--- src/design/bpq_pkg.sv ---
// ----------------------------------------------------------------------------
// bpq_pkg
// Shared types and codes for the banked priority queue block: the stored
// entry layout, the result status codes and the operation codes.
// ----------------------------------------------------------------------------
`default_nettype none

package bpq_pkg;

   localparam int FieldWidth = 16;

   typedef struct packed {
      logic [FieldWidth-1:0] client;
      logic [FieldWidth-1:0] key;
   } entry_type;

   typedef enum logic [1:0] {
      STATUS_ENTERED = 2'd0,
      STATUS_SERVED  = 2'd1,
      STATUS_EMPTY   = 2'd2,
      STATUS_FULL    = 2'd3
   } status_type;

   typedef enum logic {
      OP_ENTER = 1'b0,
      OP_SERVE = 1'b1
   } op_type;

endpackage

`default_nettype wire

--- src/design/bpq_cell.sv ---
// ----------------------------------------------------------------------------
// bpq_cell
// One slot of the sorted row. Decides whether the slot keeps its entry,
// takes the new entry, takes its left neighbour's entry (insert) or its
// right neighbour's entry (serve). Passes its key compare to the right.
// ----------------------------------------------------------------------------
`default_nettype none

module bpq_cell
   import bpq_pkg::*;
(
   input  wire  logic      op_serve,
   input  wire  entry_type new_entry,
   input  wire  logic      slot_valid,
   input  wire  entry_type own_entry,
   input  wire  entry_type left_entry,
   input  wire  entry_type right_entry,
   input  wire  logic      left_ge,
   output logic            own_ge,
   output entry_type       next_entry
);

   assign own_ge = slot_valid && (own_entry.key >= new_entry.key);

   always_comb begin
      priority if (op_serve) begin
         next_entry = right_entry;
      end else if (own_ge) begin
         next_entry = own_entry;
      end else if (left_ge) begin
         next_entry = new_entry;
      end else begin
         next_entry = left_entry;
      end
   end

endmodule

`default_nettype wire

--- src/design/banked_priority_queues_core.sv ---
// ----------------------------------------------------------------------------
// banked_priority_queues_core
// Bank of priority queues held as rows of a row-wide memory, highest key
// first. A row of cells inserts or removes an item in one pass.
// ----------------------------------------------------------------------------
// an accepted item is registered (row read into row_rd_ff, busy_ff set), then its result into rsp_valid_ff
// a new item is taken only while busy is low (row read, then cell pass and write-back)
// busy is high for the one cycle between accept and the result strobe
// reset clears all queue counts at once; row contents need no clearing
// results cannot be held off and appear for exactly one cycle
`default_nettype none

module banked_priority_queues_core
   import bpq_pkg::*;
#(
   parameter int NUM_QUEUES  = 8,
   parameter int QUEUE_DEPTH = 16
) (
   input  wire  logic        clock,
   input  wire  logic        reset,
   input  wire  logic        start,
   output logic              busy,
   input  wire  logic        req_operation,
   input  wire  logic [2:0]  req_queue_index,
   input  wire  logic [15:0] req_client_id,
   input  wire  logic [15:0] req_age_key,
   output logic              rsp_valid,
   output logic [1:0]        rsp_status,
   output logic [15:0]       rsp_served_client,
   output logic [15:0]       rsp_served_key
);

   localparam int QAW = (NUM_QUEUES > 1) ? $clog2(NUM_QUEUES) : 1;
   localparam int CW  = $clog2(QUEUE_DEPTH + 1);

   typedef entry_type [QUEUE_DEPTH-1:0] row_type;

   row_type        row_mem [NUM_QUEUES];
   logic [CW-1:0]  count_ff [NUM_QUEUES];

   logic           busy_ff;
   logic           serve_ff;
   logic           q_ok_ff;
   logic [QAW-1:0] q_addr_ff;
   entry_type      new_entry_ff;
   logic [CW-1:0]  cnt_rd_ff;
   row_type        row_rd_ff;
   logic           rsp_valid_ff;
   status_type     rsp_status_ff;
   logic [15:0]    rsp_client_ff;
   logic [15:0]    rsp_key_ff;

   logic           accept;
   logic [6:0]     q_ext;
   logic           q_ok;
   logic [QAW-1:0] q_addr;
   logic           is_full;
   logic           is_empty;
   logic           do_write;
   logic [CW-1:0]  count_in;
   status_type     rsp_status_in;
   logic [15:0]    rsp_client_in;
   logic [15:0]    rsp_key_in;
   row_type        row_in;
   logic           cell_ge [QUEUE_DEPTH];

   assign accept = start && !busy_ff;
   assign q_ext  = {4'b0000, req_queue_index};
   assign q_ok   = q_ext < 7'(NUM_QUEUES);
   assign q_addr = q_ext[QAW-1:0];

   // row of cells
   for (genvar i = 0; i < QUEUE_DEPTH; i++) begin : g_cell
      entry_type left_e;
      entry_type right_e;
      logic      left_g;
      if (i == 0) begin : g_first
         assign left_e = row_rd_ff[0];
         assign left_g = 1'b1;
      end else begin : g_mid
         assign left_e = row_rd_ff[i-1];
         assign left_g = cell_ge[i-1];
      end
      if (i == QUEUE_DEPTH - 1) begin : g_last
         assign right_e = row_rd_ff[i];
      end else begin : g_inner
         assign right_e = row_rd_ff[i+1];
      end
      bpq_cell u_cell (
         .op_serve    (serve_ff),
         .new_entry   (new_entry_ff),
         .slot_valid  (cnt_rd_ff > CW'(i)),
         .own_entry   (row_rd_ff[i]),
         .left_entry  (left_e),
         .right_entry (right_e),
         .left_ge     (left_g),
         .own_ge      (cell_ge[i]),
         .next_entry  (row_in[i])
      );
   end

   always_comb begin
      is_full       = !q_ok_ff || (cnt_rd_ff == CW'(QUEUE_DEPTH));
      is_empty      = !q_ok_ff || (cnt_rd_ff == '0);
      do_write      = 1'b0;
      count_in      = cnt_rd_ff;
      rsp_status_in = STATUS_ENTERED;
      rsp_client_in = '0;
      rsp_key_in    = '0;
      priority if (serve_ff) begin
         if (is_empty) begin
            rsp_status_in = STATUS_EMPTY;
         end else begin
            do_write      = busy_ff;
            count_in      = cnt_rd_ff - CW'(1);
            rsp_status_in = STATUS_SERVED;
            rsp_client_in = row_rd_ff[0].client;
            rsp_key_in    = row_rd_ff[0].key;
         end
      end else begin
         if (is_full) begin
            rsp_status_in = STATUS_FULL;
         end else begin
            do_write      = busy_ff;
            count_in      = cnt_rd_ff + CW'(1);
            rsp_status_in = STATUS_ENTERED;
         end
      end
   end

   // control state
   always_ff @(posedge clock) begin
      if (reset) begin
         busy_ff      <= 1'b0;
         rsp_valid_ff <= 1'b0;
         for (int i = 0; i < NUM_QUEUES; i++) begin
            count_ff[i] <= '0;
         end
      end else begin
         busy_ff      <= accept;
         rsp_valid_ff <= busy_ff;
         if (do_write) begin
            count_ff[q_addr_ff] <= count_in;
         end
      end
   end

   // payload and row memory
   always_ff @(posedge clock) begin
      if (accept) begin
         serve_ff     <= (req_operation == OP_SERVE);
         q_ok_ff      <= q_ok;
         q_addr_ff    <= q_addr;
         new_entry_ff <= '{client: req_client_id, key: req_age_key};
         cnt_rd_ff    <= q_ok ? count_ff[q_addr] : '0;
         if (q_ok) begin
            row_rd_ff <= row_mem[q_addr];
         end
      end
      if (do_write) begin
         row_mem[q_addr_ff] <= row_in;
      end
      if (busy_ff) begin
         rsp_status_ff <= rsp_status_in;
         rsp_client_ff <= rsp_client_in;
         rsp_key_ff    <= rsp_key_in;
      end
   end

   assign busy              = busy_ff;
   assign rsp_valid         = rsp_valid_ff;
   assign rsp_status        = rsp_status_ff;
   assign rsp_served_client = rsp_client_ff;
   assign rsp_served_key    = rsp_key_ff;

endmodule

`default_nettype wire

--- config.mk ---
export PLATFORM = sky130hd
export DESIGN_NAME = banked_priority_queues_core
export DESIGN_NICKNAME = d
export VERILOG_FILES = /design/src/design/bpq_pkg.sv /design/src/design/bpq_cell.sv /design/src/design/banked_priority_queues_core.sv
export SDC_FILE = /design/constraint.sdc
export NUM_CORES = 2
export LEC_CHECK = 0
export BUFFER_PORTS_ARGS = -buffer_cell sky130_fd_sc_hd__buf_2
export CAP_MARGIN = 20
export CORE_MARGIN = 2
export CORE_UTILIZATION = 50
export DETAILED_ROUTE_END_ITERATION = 6
export PLACE_DENSITY = 0.73
export SKIP_LAST_GASP = 1
export SYNTH_ARGS = -nofsm -noshare
export SYNTH_HDL_FRONTEND = slang
export SYNTH_MEMORY_MAX_BITS = 65536
export SYNTH_SLANG_ARGS = --single-unit
export TNS_END_PERCENT = 10
--- constraint.sdc ---
create_clock -name clock -period 38 [get_ports clock]
set_clock_uncertainty 0.2 [all_clocks]
set_input_delay 3.8 -clock clock [delete_from_list [all_inputs] [get_ports clock]]
set_output_delay 3.8 -clock clock [all_outputs]
set_load 0.05 [all_outputs]
### Yosys cells after proc, flatten, opt, wreduce, memory -nomap -nowiden

Memories as Yosys holds them, arrays and structs flattened. A register that Yosys moved wholly into a read port is not among the register bits.
Index checks and enable logic that the tools add are counted.

| cells by class | value |
|---|---|
| add/subtract/negate cells | 2 |
| $mul | 0 |
| divide/modulo/power cells | 0 |
| $lt $le $gt $ge | 33 |
| equality and inequality tests | 1 |
| shift-type cells | 0 |
| multiplexer cells | 65 |
| bitwise logic cells | 1 |
| reduce and logical (&&, ||, !) cells | 26 |

Operators with widths:

| operator | count |
|---|---|
| 32-bit 2-to-1 mux | 47 |
| 16-bit >= comparator | 16 |
| 5-bit by 4-bit > comparator with 1-bit output, second input constant | 8 |
| 5-bit by 3-bit > comparator with 1-bit output, second input constant | 4 |
| 5-bit 2-to-1 mux | 4 |
| 1-bit logical AND | 17 |
| 5-bit by 1-bit > comparator with 1-bit output, second input constant | 2 |
| 5-bit by 2-bit > comparator with 1-bit output, second input constant | 2 |
| 1-bit 2-to-1 mux | 10 |
| 2-bit 2-to-1 mux | 3 |
| 5-bit by 1-bit adder with 5-bit output, second input constant | 1 |
| 5-bit equality test, second input constant | 1 |
| 5-bit zero test | 1 |
| 5-bit OR reduction | 1 |
| 5-bit by 1-bit subtractor with 5-bit output, second input constant | 1 |
| 3-bit by 4-bit < comparator with 1-bit output, second input constant | 1 |
| 1-bit zero test | 3 |
| 3-bit 2-to-1 mux | 1 |
| 1-bit logical OR | 2 |
| 2-bit AND reduction | 1 |
| 2-bit OR reduction | 1 |
| 1-bit inverter | 1 |

| storage, ports and cells | value |
|---|---|
| register bits after elaboration | 73 |
| latch bits | 0 |
| memory bits (writable) | 4,136 |
| ROM bits | 0 |
| bits of input ports | 39 |
| output and inout bits | 36 |
| logic and storage cells | 140 |
| memories | 2 |

Memory list:

| memory | words | bits a word | read ports | clocked after memory_dff | wr ports | RTL line | RTL |
|---|---|---|---|---|---|---|---|
| row_mem | 8 | 512 | 1 | 1 | 1 | banked_priority_queues_core.sv:38 | `row_type row_mem [NUM_QUEUES];` |
| count_ff | 8 | 5 | 1 | 1 | 8 | banked_priority_queues_core.sv:39 | `logic [CW-1:0] count_ff [NUM_QUEUES];` |

### Longest topological paths before layout

| logic depth | value |
|---|---|
| word-level depth | 9 |
| mapped depth | 11 |

### By module

From an unflattened synthesis, not the netlist that was laid out.

| unflattened totals | value |
|---|---|
| cells, all modules | 10,299 |
| area total of the unflattened synthesis | 197,429.4 um2 |

Modules (own cells, without submodules):

| module | instances | cells each | area an instance (um2) | seq. area each (um2) |
|---|---|---|---|---|
| banked_priority_queues_core | 1 | 6,779 | 173,706.6 | 141,866.1 |
| bpq_cell | 16 | 220 | 1,482.7 | 0.0 |

### Worst setup path after synthesis

OpenSTA, ideal clock, no wires.

| path | value |
|---|---|
| path type | register to register |
| from | register busy_ff, in the netlist busy |
| to | memory count_ff[1][0] (netlist bit) (enable) |
| setup time | 0.391 ns |
| arrival time | 39.881 ns |
| slack | -2.472 ns |
| stages on the path, launching flop included | 4 |
| path buffers | 0 |
| clock period less this slack | 40.472 ns |
| cells stage by stage | dfxtp_1 nand3_1 nor3_1 or2_2 |

RTL lines:

| what | RTL line | RTL |
|---|---|---|
| start: declaration | banked_priority_queues_core.sv:41 | `logic busy_ff;` |
| start signal: assignment | banked_priority_queues_core.sv:140 | `busy_ff <= accept;` |
| end: declaration | banked_priority_queues_core.sv:39 |  |

### Final worst setup path

| path | value |
|---|---|
| from | input req_queue_index[0] |
| to | register row_rd_ff, in the netlist g_cell[13].right_e[11] (data pin) |

| between the ends | value |
|---|---|
| longest elaborated chain between the ends | 2 |

RTL lines:

| what | RTL line | RTL |
|---|---|---|
| start: declaration | banked_priority_queues_core.sv:24 | `input wire logic [2:0] req_queue_index,` |
| 3-bit by 4-bit < comparator with 1-bit output | - |  |
| 2-bit AND reduction (no line) | - |  |
| end signal: assignment | banked_priority_queues_core.sv:157 | `row_rd_ff <= row_mem[q_addr];` |
| end: declaration | banked_priority_queues_core.sv:47 | `row_type row_rd_ff;` |

Parallel ways exist; a longest one is shown, timed or not.
A chain may end at the register's enable or synchronous reset.

==> summary.md <==
| Metric | Value |
|---|---|
| Hold buffers post-CTS | 0 |
| Core Util, Final | 55.8% |
| CTS clk-pin slew, worst paths | approximately 0.06 ns |
| Hold slack | a little under 0.5 ns |
| DRT Pass-1 Iters | 7 |
| Status | finished, violations left |
| Fmax achieved | 0.122 GHz |
| Fin. max-slew vios | 0 |
| Rel. slew slack | 18.1% |
| Layout Cells excl Fill | 15800 |
| Syn. warnings | 0 |
| Final hold viol count | 0 |
| Ys flop type | edfxtp_1 |
| Ports | between 70 and 80 |
| Power Dens Cells | 54.0 mW/mm2 |
| CTS Buf Count | 455 |
| WL final | between 500 and 600 mm |
| CP Capture Type | flip-flop |
| DRT antenna net count | 0 |
| Startpoint types | primary input |
| Clk network pwr share | between 30% and 40% |
| Post-synthesis sequential area ratio | a little over 70% |
| P_int | 8.93 mW |
| RSZ-0062 raised after global routing | false |
| Fraction of layout cells with a size suffix above 1 | between 20% and 30% |
| Die Y | 628 um |
| CTS H-tree lvls | 5 |
| Final setup violation count | 0 |
| Netlist cell types | 78 |
| Ys async rst share | 0% |
| CTS tree | done |
| Ranking of synthesized cells by area | edfxtp_1 (73%), mux4_2 (12%), mux2_2 (3.0%) |
| Area occupied by multi-input gates | 0.0500 mm2 |
| Largest net degree at the start of global routing | around 140 |
| Mapped Cells | 10100 |
| Number of synthesized flops with an enable pin | 4723 |
| Remaining DRCs | 1 |
| Seq pwr share | approximately 52% |
| Starting Density | 50.2% |
| Placed cell count | 15000 |
| Nets | 10500 |
| Switch share | 23.7% |
| Slew @ Worst Pin | roughly 1.2 ns |
| Leading area contributor after synthesis | edfxtp_1 |
| RePlAce Congestion | approximately 0.84 |
| Total die area | approximately 0.4 mm2 |
| PostCTS Resize Cnt | 0 |
| Maximum clock path buffer count | 4 |
| HP Start | busy$_SDFF_PP0_ |
| First-pass GRT wire length | about 750 mm |
| Initial DRC count | between 15000 and 20000 |
| CTS Sinks | roughly 4700 |
| Syn Area/Cell | slightly below 20 um2 |
| Fin crit share | 21.6% |
| Failing checks | design-rule violations |
| GRT Total Usage | between 20% and 30% |
| Die Span X | ~630 um |
| Total congestion overflow | 0 |
| Via count | between 100k and 150k |
| Static leakage | 69.4 nW |
| Commonest cells after routing, fill and taps aside | edfxtp_1 (4723), mux4_2 (1034), mux2_2 (520) |
| Number of global-route vias before repair | 107000 |
| Worst EP required | a little under 40 ns |
| WL/cell | 33.4 um |
| Root Driver | clkbuf_16 |
| Port bufs | 74 |
| Min-delay worst type | flip-flop to flip-flop |
| Peak VDD IR | around 49 uV |
| Share of the synthesized area in the top cell type | between 70% and 80% |
| TNS Setup | 0 ns |
| FF+latch count, synth | ~4700 |
| Number of fill cells in the layout | 28200 |
| CP Data Arrival Time | approximately 8.7 ns |
| Worst Path Max Fanout | 100 |
| CP Class | primary input to flip-flop |
| Rows | 229 |
| Layout area overhead | 11.3% |
| Synthesized area | 0.195 mm2 |
| Crit path time final | 8.22 ns |
| Worst Setup SP | req_queue_index[0] |
| Most common cell after layout, fill and taps aside | edfxtp_1 |
| Drt via density | 6.78 |
| R2R Path Start | new_entry_ff[12]$_DFFE_PP_ |
| Clk_lat worst skew | 1.00 ns |
| Synth Net Count | 10400 |
| Placeable Area | between 0.3 and 0.4 mm2 |
| HPWL after DPL | 306 mm |
| Seq. cell area | between 0.1 and 0.15 mm2 |
| Post-CTS Setup Bufs | 0 |
| Initial antenna violation count | 24 |
| Max-cap viol count | 0 |
| Comb power frac | 9.3% |
| Switching power | 2.78 mW |
-- cell families after synthesis --
group / share of synthesized area (%)
buffers and inverters: 1.76
XOR/XNOR: 0.0180
flip-flops: 72.8
AND/OR/NAND/NOR: 2.72
multiplexers: 15.9
AO/OA/AOI/OAI: 5.12
adder cells (fa/ha/maj): 1.68
-- state kept, by name, indices dropped and copies added, names as in the netlist --
| name | flops |
|---|---|
| rsp_served_key | 16 |
| rsp_status | 2 |
| busy | 1 |
| rsp_served_client | 16 |
| q_addr_ff | 3 |
| rsp_valid | 1 |
| g_cell.left_e | 96 |
| serve_ff | 1 |
| row_mem | 4096 |
| g_cell.right_e | 416 |
| new_entry_ff | 32 |
| cnt_rd_ff | 5 |
| count_ff | 40 |
-- per-layer routing --
layer	GRT usage [%]	routed length [um]
met1	34.7	189000
met2	41.2	248000
met5	0	73
met4	12.3	27800
met3	6.20	64700
-- worst max-delay path, stage by stage --
cell	delay, ns
buf_12	0.54
buf_4	0.82
buf_4	0.80
buf_4	0.78
buf_4	0.78
mux4_2	0.61
mux2_2	0.28
-- power groups by stage --
stage / registers (mW) / logic [mW] / clock network (mW)
after floorplan: 6.25 / 0.693 / 0
after global placement: 6.22 / 1.02 / 0
after detailed placement: 6.23 / 1.07 / 0
after CTS: 6.12 / 1.07 / 4.53
after global routing: 6.13 / 1.16 / 4.73
final: 6.12 / 1.09 / 4.49
-- worst paths after layout --
| path | to | slack, ns | cells past startpoint |
|---|---|---|---|
| min reg2reg | rsp_status[0]$_DFFE_PP_ | 0.49 | 0 |
| max reg2reg | row_mem[3][65]$_DFFE_PP_ | 31.63 | 13 |
| min | rsp_status[0]$_DFFE_PP_ | 0.49 | 0 |
| max | g_cell[13].right_e[11]$_DFFE_PP_ | 29.78 | 7 |
-- cells in the mapped netlist, types with 65 or more instances --
| library cell | instances |
|---|---|
| o21ai_0 | 107 |
| a21oi_1 | 181 |
| inv_1 | 184 |
| mux2_2 | 520 |
| mux4_2 | 1034 |
| a221oi_2 | 72 |
| a31oi_1 | 197 |
| edfxtp_1 | 4723 |
| nand2b_1 | 78 |
| nor3_1 | 108 |
| nand3_1 | 85 |
| o211ai_1 | 71 |
| nand2_1 | 422 |
| mux2i_1 | 188 |
| nor2_1 | 259 |
| clkbuf_1 | 495 |
| buf_1 | 98 |
| o31ai_1 | 65 |
| ha_1 | 261 |
| o22ai_1 | 196 |
-- final cells by class --
type	count	area share [%]
sequential	4725	65.4
multi-input combinational	4477	23.0
clock buffer	554	5.50
tap	5197	3.00
timing repair buffer	389	1.41
clock inverter	285	1.31
inverter	185	0.324
antenna	31	0.0358
-- stage by stage --
stage          power, mW  worst slack [ns]  area (um2)
5_1_grt             12.0             29.30      217000
3_5_place_dp        7.30             28.68      202000
3_3_place_gp        7.24             28.74      202000
2_1_floorplan       6.94              8.76      195000
6_report            11.7             29.78      217000
4_1_cts             11.7             29.66      217000
No activity file was read; power rests on OpenSTA's default activity.
